### config.mk
export PLATFORM = sky130hd
export DESIGN_NAME = json_text_unescape_utf8
export DESIGN_NICKNAME = d
export VERILOG_FILES = /design/src/design/jtu_pkg.sv /design/src/design/json_text_unescape_utf8.sv /design/src/design/jtu_decoder.sv /design/src/design/jtu_out_buf.sv
export SDC_FILE = /design/constraint.sdc
export NUM_CORES = 1
export LEC_CHECK = 0
export BUFFER_PORTS_ARGS = -buffer_cell sky130_fd_sc_hd__buf_2
export CORE_UTILIZATION = 65
export CTS_BUF_LIST = sky130_fd_sc_hd__clkbuf_8
export CTS_CLUSTER_SIZE = 30
export DETAILED_ROUTE_END_ITERATION = 7
export PLACE_DENSITY_LB_ADDON = 0.08
export SYNTH_ARGS = -nofsm -noshare
export SYNTH_HDL_FRONTEND = slang
export SYNTH_HIERARCHICAL = 1
export SYNTH_SLANG_ARGS = --single-unit
export TNS_END_PERCENT = 30
### constraint.sdc
create_clock -name i_clk -period 13.7 [get_ports i_clk]
set_input_delay 0.685 -clock i_clk [delete_from_list [all_inputs] [get_ports i_clk]]
set_output_delay 0.685 -clock i_clk [all_outputs]
set_load 0.02 [all_outputs]
### src/design/jtu_pkg.sv
// ----------------------------------------------------------------------------
// jtu_pkg: shared types and constants for the JSON text unescape block
// Decode modes, entity characters, UTF-8 constants and the bundle of results
// that one input word produces.
// ----------------------------------------------------------------------------
`default_nettype none

package jtu_pkg;

    // Most results that one input word can produce
    localparam int MaxRes   = 4;
    localparam int CntWidth = $clog2(MaxRes + 1);

    // Characters seen in the raw text
    localparam logic [7:0] ChNul    = 8'h00;
    localparam logic [7:0] ChQuote  = 8'h22;
    localparam logic [7:0] ChAmp    = 8'h26;
    localparam logic [7:0] ChApos   = 8'h27;
    localparam logic [7:0] ChSlash  = 8'h2f;
    localparam logic [7:0] ChSemi   = 8'h3b;
    localparam logic [7:0] ChGt     = 8'h3e;
    localparam logic [7:0] ChLt     = 8'h3c;
    localparam logic [7:0] ChBslash = 8'h5c;
    localparam logic [7:0] ChA      = 8'h61;
    localparam logic [7:0] ChG      = 8'h67;
    localparam logic [7:0] ChL      = 8'h6c;
    localparam logic [7:0] ChM      = 8'h6d;
    localparam logic [7:0] ChP      = 8'h70;
    localparam logic [7:0] ChT      = 8'h74;
    localparam logic [7:0] ChU      = 8'h75;

    // UTF-8 encoding constants
    localparam logic [15:0] Utf8OneLimit = 16'h0080;
    localparam logic [15:0] Utf8TwoLimit = 16'h0800;
    localparam logic [7:0]  Utf8Lead2    = 8'hc0;
    localparam logic [7:0]  Utf8Lead3    = 8'he0;
    localparam logic [7:0]  Utf8Cont     = 8'h80;
    localparam logic [5:0]  Utf8ContMask = 6'h3f;

    // Hex positions in a \u escape
    localparam logic [2:0] HexDigits = 3'd4;

    // Decode mode, one-hot
    typedef enum logic [12:0] {
        M_NORMAL  = 13'b0000000000001,
        M_AMP     = 13'b0000000000010,
        M_AMP_A   = 13'b0000000000100,
        M_AMP_AM  = 13'b0000000001000,
        M_AMP_AMP = 13'b0000000010000,
        M_AMP_G   = 13'b0000000100000,
        M_AMP_GT  = 13'b0000001000000,
        M_AMP_L   = 13'b0000010000000,
        M_AMP_LT  = 13'b0000100000000,
        M_ESC     = 13'b0001000000000,
        M_HEX     = 13'b0010000000000,
        M_ENDED   = 13'b0100000000000,
        M_PEND    = 13'b1000000000000
    } t_mode;

    // Results of one input word
    typedef struct packed {
        logic [MaxRes-1:0][7:0] bytes;
        logic [MaxRes-1:0]      has;
        logic [CntWidth-1:0]    cnt;
        logic                   text_end;
    } t_res_bundle;

    // Bytes held by a partly matched entity
    typedef struct packed {
        logic [MaxRes-1:0][7:0] bytes;
        logic [CntWidth-1:0]    cnt;
    } t_held;

    function automatic t_held held_of(input t_mode m);
        t_held h;
        h.bytes = '0;
        h.cnt   = '0;
        unique case (m)
            M_AMP:     begin h.bytes[0] = ChAmp; h.cnt = CntWidth'(1); end
            M_AMP_A:   begin
                h.bytes[0] = ChAmp; h.bytes[1] = ChA; h.cnt = CntWidth'(2);
            end
            M_AMP_AM:  begin
                h.bytes[0] = ChAmp; h.bytes[1] = ChA; h.bytes[2] = ChM;
                h.cnt = CntWidth'(3);
            end
            M_AMP_AMP: begin
                h.bytes[0] = ChAmp; h.bytes[1] = ChA; h.bytes[2] = ChM;
                h.bytes[3] = ChP; h.cnt = CntWidth'(4);
            end
            M_AMP_G:   begin
                h.bytes[0] = ChAmp; h.bytes[1] = ChG; h.cnt = CntWidth'(2);
            end
            M_AMP_GT:  begin
                h.bytes[0] = ChAmp; h.bytes[1] = ChG; h.bytes[2] = ChT;
                h.cnt = CntWidth'(3);
            end
            M_AMP_L:   begin
                h.bytes[0] = ChAmp; h.bytes[1] = ChL; h.cnt = CntWidth'(2);
            end
            M_AMP_LT:  begin
                h.bytes[0] = ChAmp; h.bytes[1] = ChL; h.bytes[2] = ChT;
                h.cnt = CntWidth'(3);
            end
            default:   h.cnt = '0;
        endcase
        return h;
    endfunction

endpackage

`default_nettype wire

### src/design/json_text_unescape_utf8.sv
// ----------------------------------------------------------------------------
// json_text_unescape_utf8: JSON string body decoder with UTF-8 output
// Decodes raw string bytes (entities, backslash escapes, \u hex) into bytes.
// ----------------------------------------------------------------------------
//
//   Channel | Direction | Handshake                | Payload
//   --------+-----------+--------------------------+---------------------------
//   in      | input     | i_in_valid / o_in_ready  | i_text_byte, i_start_req
//   out     | output    | o_out_valid / i_out_ready| o_out_byte, o_has_byte,
//           |           |                          | o_text_end, o_last
//
// An input word is registered, decoded and its 0 to 4 results moved into the
// result register; an input word is taken every cycle while each word yields
// at most one result and i_out_ready is high. A word's results wait in the
// decode stage until the result register has room; it drains one result a
// cycle with i_out_ready. A word with no results passes without touching the
// output side. Reset is synchronous and clears the decode state and both valid
// flags. Output stalls back up into the input register and then into o_in_ready.
`default_nettype none

module json_text_unescape_utf8 (
    input  wire logic        i_clk,
    input  wire logic        i_rst_n,
    input  wire logic        i_in_valid,
    output logic             o_in_ready,
    input  wire logic [7:0]  i_text_byte,
    input  wire logic        i_start_req,
    output logic             o_out_valid,
    input  wire logic        i_out_ready,
    output logic [7:0]       o_out_byte,
    output logic             o_has_byte,
    output logic             o_text_end,
    output logic             o_last
);
    import jtu_pkg::*;

    logic        r_in_valid, n_in_valid;
    logic [7:0]  r_in_byte;
    logic        r_in_start;
    logic        s_commit;
    logic        s_load;
    logic        s_can_load;
    t_res_bundle s_res;

    // Commit the registered word once its results have room
    assign s_commit   = r_in_valid && ((s_res.cnt == '0) || s_can_load);
    assign s_load     = s_commit && (s_res.cnt != '0);
    assign o_in_ready = !r_in_valid || s_commit;

    always_comb begin
        n_in_valid = r_in_valid;
        if (o_in_ready) begin
            n_in_valid = i_in_valid;
        end
    end

    always_ff @(posedge i_clk) begin
        if (!i_rst_n) begin
            r_in_valid <= 1'b0;
        end else begin
            r_in_valid <= n_in_valid;
        end
    end

    // Hold the input word
    always_ff @(posedge i_clk) begin
        if (o_in_ready && i_in_valid) begin
            r_in_byte  <= i_text_byte;
            r_in_start <= i_start_req;
        end
    end

    jtu_decoder u_decoder (
        .i_clk       (i_clk),
        .i_rst_n     (i_rst_n),
        .i_commit    (s_commit),
        .i_text_byte (r_in_byte),
        .i_start_req (r_in_start),
        .o_res       (s_res)
    );

    jtu_out_buf u_out_buf (
        .i_clk       (i_clk),
        .i_rst_n     (i_rst_n),
        .i_load      (s_load),
        .i_res       (s_res),
        .o_can_load  (s_can_load),
        .o_out_valid (o_out_valid),
        .i_out_ready (i_out_ready),
        .o_out_byte  (o_out_byte),
        .o_has_byte  (o_has_byte),
        .o_text_end  (o_text_end),
        .o_last      (o_last)
    );

endmodule

`default_nettype wire

### src/design/jtu_decoder.sv
// ----------------------------------------------------------------------------
// jtu_decoder: decode state and per-word decode logic
// Holds the decode mode and \u accumulator, and works out from the current
// word all of its results and the next state. State advances on commit.
// ----------------------------------------------------------------------------
`default_nettype none

module jtu_decoder (
    input  wire logic                 i_clk,
    input  wire logic                 i_rst_n,
    input  wire logic                 i_commit,
    input  wire logic [7:0]           i_text_byte,
    input  wire logic                 i_start_req,
    output jtu_pkg::t_res_bundle      o_res
);
    import jtu_pkg::*;

    t_mode       r_mode,      n_mode;
    logic [15:0] r_hex_value, n_hex_value;
    logic [2:0]  r_hex_digits, n_hex_digits;
    logic        r_hex_halted, n_hex_halted;

    t_res_bundle s_res;

    // Decode one word
    always_comb begin
        t_mode       s_mode;
        logic [15:0] s_hv;
        logic [2:0]  s_hd;
        logic        s_hh;
        logic        go_normal;
        logic        fin;
        logic        ent_lit_ok;
        logic [7:0]  ent_lit;
        logic        ent_next_ok;
        t_mode       ent_next;
        t_held       held;
        logic        dig_ok;
        logic [3:0]  dig;
        logic [15:0] hv;
        logic [2:0]  hd;
        logic [7:0]  b;

        b           = i_text_byte;
        s_mode      = r_mode;
        s_hv        = r_hex_value;
        s_hd        = r_hex_digits;
        s_hh        = r_hex_halted;
        // Restart before this word
        if (i_start_req) begin
            s_mode = M_NORMAL;
            s_hv   = '0;
            s_hd   = '0;
            s_hh   = 1'b0;
        end

        s_res        = '0;
        go_normal    = 1'b0;
        fin          = 1'b0;
        ent_lit_ok   = 1'b0;
        ent_lit      = '0;
        ent_next_ok  = 1'b0;
        ent_next     = M_NORMAL;
        held         = held_of(s_mode);
        dig_ok       = 1'b0;
        dig          = '0;
        hv           = s_hv;
        hd           = s_hd;

        // Flush a deferred literal first
        if (s_mode == M_PEND) begin
            s_res.bytes[0] = s_hv[7:0];
            s_res.has[0]   = 1'b1;
            s_res.cnt      = CntWidth'(1);
            s_hv           = '0;
            s_mode         = M_NORMAL;
        end

        n_mode       = s_mode;
        n_hex_value  = s_hv;
        n_hex_digits = s_hd;
        n_hex_halted = s_hh;

        // Entity matching
        unique case (s_mode)
            M_AMP: begin
                if (b == ChA) begin
                    ent_next_ok = 1'b1; ent_next = M_AMP_A;
                end else if (b == ChG) begin
                    ent_next_ok = 1'b1; ent_next = M_AMP_G;
                end else if (b == ChL) begin
                    ent_next_ok = 1'b1; ent_next = M_AMP_L;
                end
            end
            M_AMP_A:   begin ent_next_ok = (b == ChM); ent_next = M_AMP_AM;  end
            M_AMP_AM:  begin ent_next_ok = (b == ChP); ent_next = M_AMP_AMP; end
            M_AMP_AMP: begin ent_lit_ok  = (b == ChSemi); ent_lit = ChAmp;   end
            M_AMP_G:   begin ent_next_ok = (b == ChT); ent_next = M_AMP_GT;  end
            M_AMP_GT:  begin ent_lit_ok  = (b == ChSemi); ent_lit = ChGt;    end
            M_AMP_L:   begin ent_next_ok = (b == ChT); ent_next = M_AMP_LT;  end
            M_AMP_LT:  begin ent_lit_ok  = (b == ChSemi); ent_lit = ChLt;    end
            default:   ent_lit_ok = 1'b0;
        endcase

        // Hex digit value
        if (b >= 8'h30 && b <= 8'h39) begin
            dig_ok = 1'b1; dig = 4'(b - 8'h30);
        end else if (b >= 8'h61 && b <= 8'h66) begin
            dig_ok = 1'b1; dig = 4'(b - 8'h57);
        end else if (b >= 8'h41 && b <= 8'h46) begin
            dig_ok = 1'b1; dig = 4'(b - 8'h37);
        end

        unique case (s_mode)
            M_ENDED: n_mode = M_ENDED;
            M_AMP, M_AMP_A, M_AMP_AM, M_AMP_AMP, M_AMP_G, M_AMP_GT, M_AMP_L,
            M_AMP_LT: begin
                if (ent_lit_ok) begin
                    s_res.bytes[0] = ent_lit;
                    s_res.has[0]   = 1'b1;
                    s_res.cnt      = CntWidth'(1);
                    n_mode         = M_NORMAL;
                end else if (ent_next_ok) begin
                    n_mode = ent_next;
                end else begin
                    // Emit the held bytes, then treat this word as plain text
                    s_res.bytes = held.bytes;
                    for (int i = 0; i < MaxRes; i++) begin
                        s_res.has[i] = (CntWidth'(i) < held.cnt);
                    end
                    s_res.cnt = held.cnt;
                    go_normal = 1'b1;
                end
            end
            M_ESC: begin
                if (b == ChNul) begin
                    fin = 1'b1;
                end else if (b == ChU) begin
                    n_hex_value  = '0;
                    n_hex_digits = '0;
                    n_hex_halted = 1'b0;
                    n_mode       = M_HEX;
                end else if (b == ChApos || b == ChQuote || b == ChSlash) begin
                    s_res.bytes[0] = b;
                    s_res.has[0]   = 1'b1;
                    s_res.cnt      = CntWidth'(1);
                    n_mode         = M_NORMAL;
                end else begin
                    s_res.bytes[0] = ChBslash;
                    s_res.bytes[1] = b;
                    s_res.has[1:0] = 2'b11;
                    s_res.cnt      = CntWidth'(2);
                    n_mode         = M_NORMAL;
                end
            end
            M_HEX: begin
                if (b == ChNul) begin
                    fin = 1'b1;
                end else begin
                    // Accumulate until the first non-hex byte
                    if (!s_hh && dig_ok) begin
                        hv = {s_hv[11:0], dig};
                    end else begin
                        n_hex_halted = 1'b1;
                    end
                    hd           = s_hd + 3'd1;
                    n_hex_value  = hv;
                    n_hex_digits = hd;
                    if (hd >= HexDigits) begin
                        if (hv < Utf8OneLimit) begin
                            s_res.bytes[0] = hv[7:0];
                            s_res.has[0]   = 1'b1;
                            s_res.cnt      = CntWidth'(1);
                        end else if (hv < Utf8TwoLimit) begin
                            s_res.bytes[0] = Utf8Lead2 + {3'b000, hv[10:6]};
                            s_res.bytes[1] = Utf8Cont + {2'b00, hv[5:0] & Utf8ContMask};
                            s_res.has[1:0] = 2'b11;
                            s_res.cnt      = CntWidth'(2);
                        end else begin
                            s_res.bytes[0] = Utf8Lead3 + {4'b0000, hv[15:12]};
                            s_res.bytes[1] = Utf8Cont + {2'b00, hv[11:6] & Utf8ContMask};
                            s_res.bytes[2] = Utf8Cont + {2'b00, hv[5:0] & Utf8ContMask};
                            s_res.has[2:0] = 3'b111;
                            s_res.cnt      = CntWidth'(3);
                        end
                        n_hex_value  = '0;
                        n_hex_digits = '0;
                        n_hex_halted = 1'b0;
                        n_mode       = M_NORMAL;
                    end
                end
            end
            default: go_normal = 1'b1;
        endcase

        // Plain text handling
        if (go_normal) begin
            n_mode = M_NORMAL;
            if (b == ChNul || b == ChQuote) begin
                fin = 1'b1;
            end else if (b == ChAmp) begin
                n_mode = M_AMP;
            end else if (b == ChBslash) begin
                n_mode = M_ESC;
            end else if (s_res.cnt < CntWidth'(MaxRes)) begin
                s_res.bytes[s_res.cnt[1:0]] = b;
                s_res.has[s_res.cnt[1:0]]   = 1'b1;
                s_res.cnt                   = s_res.cnt + CntWidth'(1);
            end else begin
                // No room left: defer the literal to the next word
                n_hex_value = {8'h00, b};
                n_mode      = M_PEND;
            end
        end

        // End of text
        if (fin) begin
            if (s_res.cnt == '0) begin
                s_res.bytes[0] = '0;
                s_res.has[0]   = 1'b0;
                s_res.cnt      = CntWidth'(1);
            end
            s_res.text_end = 1'b1;
            n_mode         = M_ENDED;
        end
    end

    assign o_res = s_res;

    // Advance state on commit
    always_ff @(posedge i_clk) begin
        if (!i_rst_n) begin
            r_mode       <= M_NORMAL;
            r_hex_value  <= '0;
            r_hex_digits <= '0;
            r_hex_halted <= 1'b0;
        end else if (i_commit) begin
            r_mode       <= n_mode;
            r_hex_value  <= n_hex_value;
            r_hex_digits <= n_hex_digits;
            r_hex_halted <= n_hex_halted;
        end
    end

endmodule

`default_nettype wire

### src/design/jtu_out_buf.sv
// ----------------------------------------------------------------------------
// jtu_out_buf: result register and serializer
// Holds the results of one input word and hands them out one result a cycle
// while i_out_ready is high, marking the final one and the end of text.
// ----------------------------------------------------------------------------
`default_nettype none

module jtu_out_buf (
    input  wire logic                 i_clk,
    input  wire logic                 i_rst_n,
    input  wire logic                 i_load,
    input  jtu_pkg::t_res_bundle      i_res,
    output logic                      o_can_load,
    output logic                      o_out_valid,
    input  wire logic                 i_out_ready,
    output logic [7:0]                o_out_byte,
    output logic                      o_has_byte,
    output logic                      o_text_end,
    output logic                      o_last
);
    import jtu_pkg::*;

    localparam int IdxWidth = $clog2(MaxRes);

    logic [MaxRes-1:0][7:0]       r_bytes;
    logic [MaxRes-1:0]            r_has;
    logic                         r_end;
    logic [CntWidth-1:0]          r_rem,  n_rem;
    logic [IdxWidth-1:0]          r_idx,  n_idx;
    logic                         s_last;
    logic                         s_take;

    assign s_last      = (r_rem == CntWidth'(1));
    assign s_take      = o_out_valid && i_out_ready;
    assign o_out_valid = (r_rem != '0);
    assign o_can_load  = (r_rem == '0) || (s_last && i_out_ready);
    assign o_out_byte  = r_bytes[r_idx];
    assign o_has_byte  = r_has[r_idx];
    assign o_last      = s_last;
    assign o_text_end  = r_end && s_last;

    // Count down the held results
    always_comb begin
        n_rem = r_rem;
        n_idx = r_idx;
        if (i_load) begin
            n_rem = i_res.cnt;
            n_idx = '0;
        end else if (s_take) begin
            n_rem = r_rem - CntWidth'(1);
            n_idx = r_idx + IdxWidth'(1);
        end
    end

    always_ff @(posedge i_clk) begin
        if (!i_rst_n) begin
            r_rem <= '0;
            r_idx <= '0;
        end else begin
            r_rem <= n_rem;
            r_idx <= n_idx;
        end
    end

    // Capture payload on load
    always_ff @(posedge i_clk) begin
        if (i_load) begin
            r_bytes <= i_res.bytes;
            r_has   <= i_res.has;
            r_end   <= i_res.text_end;
        end
    end

endmodule

`default_nettype wire
* Yosys cells after proc, flatten, opt, wreduce, memory -nomap -nowiden
Index checks and enable logic that the tools add are counted.
** Word-level totals
- Bits in registers :: 85
- Latch bits :: 0
- Bits in writable memories :: 0
- Bits in read-only memories :: 0
- Output and inout port bits :: 13
- Logic and storage cells :: 243
- Memories kept :: 0
** Cells by class
- $add $sub $neg :: 11
- $mul :: 0
- Divide/modulo/power cells :: 0
- $lt $le $gt $ge :: 17
- Equality and inequality tests :: 34
- Shift-type cells :: 0
- Mux-type cells :: 124
- Bitwise logic cells :: 2
- Reductions and logical operators :: 40
** Operator list (count)
- $mux W16 :: 18
- $mux W13 :: 15
- $mux W39 :: 5
- $mux W8 :: 11
- $pmux W13 S5 :: 1
- $eq A8 B7 Y1 const B :: 8
- $pmux W13 S4 :: 1
- $mux W24 :: 2
- $pmux W16 S3 :: 1
- $eq A8 B6 Y1 const B :: 5
- $mux W38 :: 1
- $bwmux W32 :: 1
- $pmux W16 S2 :: 1
- $mux W4 :: 7
- $eq A13 B2 Y1 const B :: 2
- $eq A13 B3 Y1 const B :: 2
- $eq A13 B4 Y1 const B :: 2
- $eq A13 B5 Y1 const B :: 2
- $eq A13 B6 Y1 const B :: 2
- $eq A13 B7 Y1 const B :: 2
- $eq A13 B8 Y1 const B :: 2
- $eq A13 B9 Y1 const B :: 2
- $mux W1 :: 25
- $mux W3 :: 8
- 56 further kinds :: 102

* Depth between registers and ports, before layout
Gate-level depths: netlist of the first run.
- Depth in word-level cells :: 33
- Depth in mapped cells :: 21
- Mapped depth without buffers :: 18

* Modules after synthesis
The synthesis of the first run kept the hierarchy.
** Modules (own cells, without submodules)
- jtu_decoder :: times used 1, cells each 599, area an instance 4194.0 µm²
- jtu_out_buf :: times used 1, cells each 87, area an instance 1621.6 µm²
- json_text_unescape_utf8 :: times used 1, cells each 20, area an instance 351.6 µm²

* Worst setup path after synthesis of the first run
Ideal clock, no wire load.
- Path kind :: flip-flop to flip-flop
- From :: reg r_in_byte[1]
- To :: reg u_out_buf.r_rem[0]
- Setup time :: 0.130 ns
- Data arrival time :: 5.506 ns
- Setup slack :: 8.064 ns
- Cell stages (with the launch flop) :: 19
- Buffers on the path :: 1
- Period minus slack after synthesis :: 5.636 ns
- Path through :: edfxtp_1 -> clkbuf_1 -> inv_1 -> ha_1 -> o21ba_2 -> o21a_1 -> o21ai_1 -> a221oi_2 -> a2111oi_4 -> nand2_1 -> ha_1 -> nor3_1 -> o21ai_0 -> a32o_1 -> nor3_2 -> nor2_1 -> inv_1 -> o21ai_0 -> a31oi_1
** RTL lines
- from (decl) :: RTL line json_text_unescape_utf8.sv:38 : logic [7:0] r_in_byte;
- from (signal assigned) :: RTL line json_text_unescape_utf8.sv:68 : r_in_byte <= i_text_byte;
- to (signal assigned) :: RTL line jtu_out_buf.sv:60 : r_rem <= n_rem;
- to (decl) :: RTL line jtu_out_buf.sv:28 : logic [CntWidth-1:0] r_rem, n_rem;

==> metrics, run 1 <==
outcome=finished with violations; failing checks=design-rule violations; Routed Antenna Nets=0; WL/cell=24.4 µm; row cnt=35; FF/Latch Area=0.00216 mm²; Cells after Synth=roughly 710; Peak Freq=approximately 150 MHz; chip width=roughly 99 µm; Max Buffers Root-to-Sink=2; Tmin final=between 6 and 7 ns; Distinct cells, synth=between 90 and 100; CTS sink cnt=85; Synth top area share=22.4%; Core Region=a little over 0.009 mm²; Die Ht=roughly 99 µm; clock slew at reported path FFs=about 0.08 ns; drt first pass iters=8; H-tree depth=3; Hold Vio Cnt, Final=0; post_cts resized=0; filler cell count=around 730; number of DRC markers in iteration 0=roughly 770; area of the multi-input gates=0.00371 mm²; FFs w/ async S/R, synth=0%; Seq/Total Area, Yosys=35.1%; CTS buffer count=9; Post-CTS Repair Setup Buffers=0; placed cell count=roughly 800; Placer Congestion=roughly 1.0; maxcap violations=0; PD cells=approximately 120 mW/mm²; number of synthesized flops with an enable pin=46; Yosys warning count=6; critical path type=reg -> reg; final wirelength=around 20 mm; critical path data arrival time=just over 7 ns; RSZ-0062 raised after global routing=false; fin cells=approximately 810; LEAKAGE=between 2 and 2.5 nW; Max Slew Vio Count=0; top cell type by total area after synthesis=edfxtp_1; Port Buffers=25; Final Cycle Share=50.1%; hold_buf cts=0; HPWL Detailed=approximately 15 mm; ranking of synthesized cells by area=edfxtp_1 (22%), dfxtp_1 (13%), nand2_1 (4.9%); proportion of layout cells with a drive suffix above 1=between 10% and 20%; syn avg cell area=about 8.7 µm²; GR Util All Layers=about two fifths; worst vdd ir=around 86 µV; crit path from=r_in_byte[1]$_DFFE_PP_; crit path launch type=flip-flop; CTS root buffer=clkbuf_8; Tot Pwr=roughly 750 µW; Syn-to-layout area delta=4.28%; Max transition margin=around a third; Initial Utilization=between 60% and 70%; largest net degree at the start of global routing=40; Setup Viol. Count Final=0; # IOs=26; critical-path maximum fanout=18; #FFs+latches synth=85; Fin Setup TNS=0 ns; n_diodes=0; Reg-to-Reg Start=r_in_byte[1]$_DFFE_PP_; global route total overflow=0; Critical Path RT=~14 ns; fin nets=a little over 700; Worst Max-Slew Pin Slew=~1.0 ns; detailed-route via count=approximately 6000; fin area=around 0.0064 mm²; antenna violations before repair=0; worst-case clock skew=between 0.009 and 0.01 ns; DRC=2; first-pass GRT wire length=30.8 mm; HP Start=i_text_byte[5]; CTS tree=yes; vias in the first global route=between 5000 and 6000; via density per instance=around 7.5; clk_lat worst skew=approximately 0.36 ns; DIE AREA=0.00988 mm²; Top FF cell, synth=edfxtp_1; syn nets=730; Syn Std Cell Area=a little over 0.006 mm²; Post-DP Area=approximately 0.0062 mm²; Tightest Hold Check Type=in -> reg; crit path capture type=flip-flop
registers in the layout, indices dropped and copies added (netlist names):
register and count:
u_decoder/r_hex_halted 1, u_out_buf/r_bytes 32, u_out_buf/r_end 1, u_out_buf/r_idx 2, r_in_valid 1, u_out_buf/r_has 4, u_decoder/r_hex_digits 3, r_in_byte 8
r_in_start 1, u_decoder/r_mode 13, u_decoder/r_hex_value 16, u_out_buf/r_rem 3
stage by stage:
step	setup slack, ns	utilization, %	hold WS, ns
global route	6.35	69.9	0.488
floorplan	8.06	-	0.440
CTS	7.08	69.9	0.490
finish	6.84	69.9	0.493
global placement	7.33	67.9	0.461
detailed placement	7.13	67.9	0.482
routing by layer:
metal / track usage, % / up-vias / part of all wire [%]
li1: - / 2687 / -
met1: 54.8 / 2856 / 39
met2: 65.3 / 504 / 45
met3: 7.59 / 96 / 12
met4: 19.6 / 0 / 4.8
met5: 0 / - / 0
path summary, 6_finish.rpt:
kind	end	slack, ns	depth (start not counted)
max	u_decoder/r_hex_value[15]$_SDFFE_PN0P_	6.84	19
min	r_in_byte[5]$_DFFE_PP_	0.49	1
max reg2reg	u_decoder/r_hex_value[15]$_SDFFE_PN0P_	6.84	19
min reg2reg	u_decoder/r_hex_digits[2]$_SDFFE_PN0P_	0.50	1
synth_stat cells, drive strengths merged (9+ instances only):
cell type and number:
a21oi 40, a22o 17, a22oi 10, a31oi 9, and2 11, and3 17
buf 15, clkbuf 32, dfxtp 39, edfxtp 46, ha 11, inv 21
mux2i 12, mux4 9, nand2 82, nand3 29, nor2 48, nor2b 9
nor3 29, nor4 21, o211ai 17, o21ai 37, or3 13
layout by cell type (no fill, tap or decap), drive strengths merged, types with 4 or more instances in the layout:
| cell type | netlist | routed |
|---|---|---|
| xnor2 | 4 | 4 |
| a211oi | 4 | 4 |
| a21o | 5 | 5 |
| and3 | 17 | 17 |
| or4 | 7 | 7 |
| nand4 | 8 | 8 |
| nor4 | 21 | 21 |
| ha | 11 | 11 |
| nor3 | 29 | 29 |
| o21ai | 37 | 37 |
| a22oi | 10 | 10 |
| nand2b | 8 | 8 |
| a21oi | 40 | 40 |
| nor2b | 9 | 9 |
| clkbuf | 32 | 9 |
| nor4b | 5 | 5 |
| nor2 | 48 | 48 |
| edfxtp | 46 | 46 |
| nand3 | 29 | 29 |
| a31oi | 9 | 9 |
| o21a | 8 | 8 |
| xor2 | 4 | 4 |
| or3 | 13 | 13 |
| dfxtp | 39 | 39 |
| mux4 | 9 | 9 |
| a22o | 17 | 17 |
| or2 | 7 | 7 |
| nand2 | 82 | 82 |
| inv | 21 | 26 |
| mux2 | 4 | 4 |
| and2 | 11 | 11 |
| mux2i | 12 | 12 |
| a221oi | 4 | 4 |
| o211ai | 17 | 17 |
| buf | 15 | 28 |
| a32o | 5 | 5 |
| and4 | 7 | 7 |
final cells by class:
type / count / area share [%]
clock buffers: 9 / 1.93
clock inverters: 7 / 0.914
inverters: 23 / 1.34
multi-input cells: 551 / 57.7
flip-flops and latches: 85 / 33.6
well taps: 111 / 2.16
repair buffers: 28 / 2.30
worst max-delay path: stages, from the launching register on:
cell and delay (ns):
edfxtp_1 0.69, inv_1 0.29, ha_1 0.35, o21ba_2 0.23
o21ai_0 0.41, a21oi_1 0.13, buf_4 0.22, mux2i_2 0.44
nand2_2 0.24, and3_1 0.27, ha_1 0.28, nor3_1 0.04
o21ai_0 0.40, nand3_1 0.20, nor3_2 0.37, o21a_1 0.62
clkinv_1 0.63, nor2_1 0.63, nand2_1 0.13, o21ai_0 0.20
cell families (layout without fill, tap and decap cells):
kind of cell	Yosys count	after routing	synth area share (%)
simple gates	315	315	28.0
compound gates	192	192	22.6
fa+ha+maj	11	11	2.23
mux	25	25	6.15
flops	85	85	35.1
xor+xnor	8	8	1.14
buf+inv	70	67	4.85
power breakdown:
part | total [mW] | switching, mW | internal, mW
sequential | 0.360 | 0.0429 | 0.317
combinational | 0.219 | 0.142 | 0.0770
clock | 0.170 | 0.0875 | 0.0822
total | 0.749 | 0.273 | 0.476
No activity file was read; power rests on OpenSTA's default activity.
==> run 2: changes to the inputs <==
- CORE_UTILIZATION: 65 -> 58
- clock period: 13.7 -> 6.2 ns (I/O delays scaled with it)
==> run 2 against run 1 <==
The flow now finishes without violations. Worst setup slack lost 6.3 ns. Design area up 1.5%. Largest cell class unchanged. Via count shrank 2.7%. Combinational power grew 130%. Hold slack got worse by 0.39 ns.
==> metrics, run 2 (synthesized netlist as in run 1, its figures left out) <==
chip width=105 µm (+5.7%); Syn-to-layout area delta=5.86%; LEAKAGE=2.36 nW (+1.7%); Initial Utilization=59.7% (-7.3 points); HPWL Detailed=15.1 mm (-0.15%); Max Slew Vio Count=0 (unchanged); GR Util All Layers=37.1% (-4.2 points); largest registers=u_out_buf/r_bytes x32, u_decoder/r_hex_value x16, u_decoder/r_mode x13; drt first pass iters=6 (-2); CTS buffer count=9 (unchanged); Post-DP Area=0.00635 mm² (+1.6%); number of DRC markers in iteration 0=1099 (+44%); Port Buffers=25 (unchanged); clock network power share=22.3% (-0.4 points); Hold Vio Cnt, Final=0 (unchanged); commonest non-fill, non-tap cells in the layout=nand2_1 (81), edfxtp_1 (46), nor2_1 (46); crit-path max cell delay=0.68 ns (about the same); Routed Antenna Nets=0 (unchanged); via density per instance=7.05 (-6.6%); Tightest Hold Check Type=in -> reg; filler cell count=903 (+25%); area of the multi-input gates=0.00371 mm² (unchanged); fin nets=731 (+1.2%); Placer Congestion=0.981 (-4.6%); critical-path maximum fanout=17 (-1); Net Switching=604 µW (+120%); Sw Share=36.3% (-0.16 points); HP Start=i_text_byte[4]; crit path launch type=flip-flop; Die Ht=105 µm (+5.7%); CTS root buffer=clkbuf_8; worst vdd ir=254 µV (+190%); first-pass GRT wire length=31.0 mm (+0.63%); DRC=0 (-2); Max transition margin=35.1% (+2.9 points); vias in the first global route=5499 (-1.9%); Worst Max-Slew Pin Slew=0.967 ns (-0.0503 ns); CTS sink cnt=85 (unchanged); most flop-heavy register=u_out_buf/r_bytes; global route total overflow=0 (unchanged); post_cts resized=0 (unchanged); outcome=finished, final reports clean; Setup Viol. Count Final=0 (unchanged); Fin Setup TNS=0 ns (unchanged); Peak Freq=176 MHz (+21%); worst-case clock skew=0.00891 ns (-0.000168 ns); Buffers & Inverters on Critical Path=3 (unchanged); Max Buffers Root-to-Sink=2 (unchanged); Sequential Power Share=47.1% (-0.9 points); WL/cell=23.3 µm (-4.4%); maxcap violations=0 (unchanged); CTS tree=yes; combinational group share of total power=30.6% (+1.3 points); PD cells=255 mW/mm² (+120%); largest net degree at the start of global routing=40 (unchanged); Core Region=0.0103 mm² (+12%); critical path type=reg -> reg; critical path's slowest cell=edfxtp_1; n_diodes=0 (unchanged); Pint=1.06 mW (+120%); antenna violations before repair=0 (unchanged); proportion of layout cells with a drive suffix above 1=14.5% (+1.1 points); Largest register FFs=32 (unchanged); clock slew at reported path FFs=0.08 ns (about the same); crit path from=r_in_byte[0]$_DFFE_PP_; RSZ-0062 raised after global routing=false; Final Cycle Share=91.6% (+42 points); clk_lat worst skew=0.38 ns (+0.02 ns); Post-CTS Repair Setup Buffers=0 (unchanged); commonest non-fill, non-tap cell in the layout=nand2_1; DIE AREA=0.0110 mm² (+12%); Tmin final=5.68 ns (-1.18 ns); hold_buf cts=0 (unchanged); H-tree depth=3 (unchanged); row cnt=37 (+5.7%); delay-heaviest family, CP=compound AO/OA/AOI/OAI gates; crit path capture type=flip-flop; Critical Path RT=6.50 ns (-7.48 ns); critical path data arrival time=5.98 ns (-1.16 ns); detailed-route via count=5975 (-2.7%); cell mode on critical path=o21ai_0; Reg-to-Reg Start=r_in_byte[0]$_DFFE_PP_; final wirelength=19.7 mm (-0.41%); # IOs=26 (unchanged); critical-path cell list=inv_1 -> ha_1 -> o21ba_2 -> o21ai_0 -> a21oi_1 -> buf_4 -> mux2i_2 -> nand2_2 -> and3_1 -> ha_1 -> nor3_1 -> o21ai_0 -> a32o_1 -> nor3_2 -> o21a_1 -> buf_4 -> nand2_1 -> nor3_1 -> o21ai_0 -> a21oi_1; fin area=0.00653 mm² (+1.5%); FF/Latch Area=0.00216 mm² (unchanged)
-- run 2: changes by cell type in the layout (fill, tap and decap cells not counted) --
cell	previous run	this run
buf_4	3	12
clkinv_1	2	3
clkinv_2	1	2
inv_1	21	20
inv_4	2	1
-- run 2: path summary, 6_finish.rpt --
check,to,slack (ns),depth (start not counted)
worst max-delay path,u_decoder/r_mode[7]$_SDFFE_PN0P_,0.52,20
worst max register to register,u_decoder/r_mode[7]$_SDFFE_PN0P_,0.52,20
worst min register to register,u_decoder/r_hex_digits[0]$_SDFFE_PN0P_,0.49,2
worst min-delay path,r_in_byte[4]$_DFFE_PP_,0.11,1
-- run 2: metal layers --
layer	part of all wire (%)	GRT usage (%)	routed length, µm
met5	0	0	0
met4	3.7	15.7	732
met3	11	7.11	2090
met2	45	58.2	8960
met1	40	49.9	7950
-- run 2: cell type report --
class / count / share of cell area [%]
clock inverters: 7 / 0.882
inverters: 23 / 1.32
repair buffers: 37 / 3.30
well taps: 136 / 2.61
flip-flops and latches: 85 / 33.1
clock buffers: 9 / 1.90
multi-input cells: 551 / 56.9
-- run 2: worst register-to-register path: stages (launching register included) --
cell      delay, ns
edfxtp_1       0.68
inv_1          0.24
ha_1           0.28
o21ba_2        0.22
o21ai_0        0.34
a21oi_1        0.12
buf_4          0.21
mux2i_2        0.41
nand2_2        0.22
and3_1         0.29
ha_1           0.28
nor3_1         0.17
o21ai_0        0.19
a32o_1         0.33
nor3_2         0.31
o21a_1         0.24
buf_4          0.25
nand2_1        0.13
nor3_1         0.31
o21ai_0        0.21
a21oi_1        0.18
-- run 2: metrics by stage --
stage | setup WS (ns) | hold WS (ns) | total power [mW] | std cells | utilization (%)
2_1_floorplan | 0.564 | 0.409 | 1.14 | 706 | -
3_3_place_gp | 0.882 | 0.466 | 1.28 | 832 | 61.5
3_5_place_dp | 0.745 | 0.472 | 1.30 | 832 | 61.5
4_1_cts | 0.698 | 0.0965 | 1.66 | 848 | 63.2
5_1_grt | 0.184 | 0.0951 | 1.74 | 848 | 63.2
6_report | 0.521 | 0.106 | 1.67 | 848 | 63.2
-- run 2: power groups by stage --
| stage | registers, mW | clock network (mW) | logic (mW) |
|---|---|---|---|
| after floorplan | 0.732 | 0 | 0.409 |
| after global placement | 0.788 | 0 | 0.487 |
| after detailed placement | 0.798 | 0 | 0.502 |
| after CTS | 0.785 | 0.376 | 0.504 |
| after global routing | 0.797 | 0.395 | 0.551 |
| final | 0.785 | 0.371 | 0.510 |
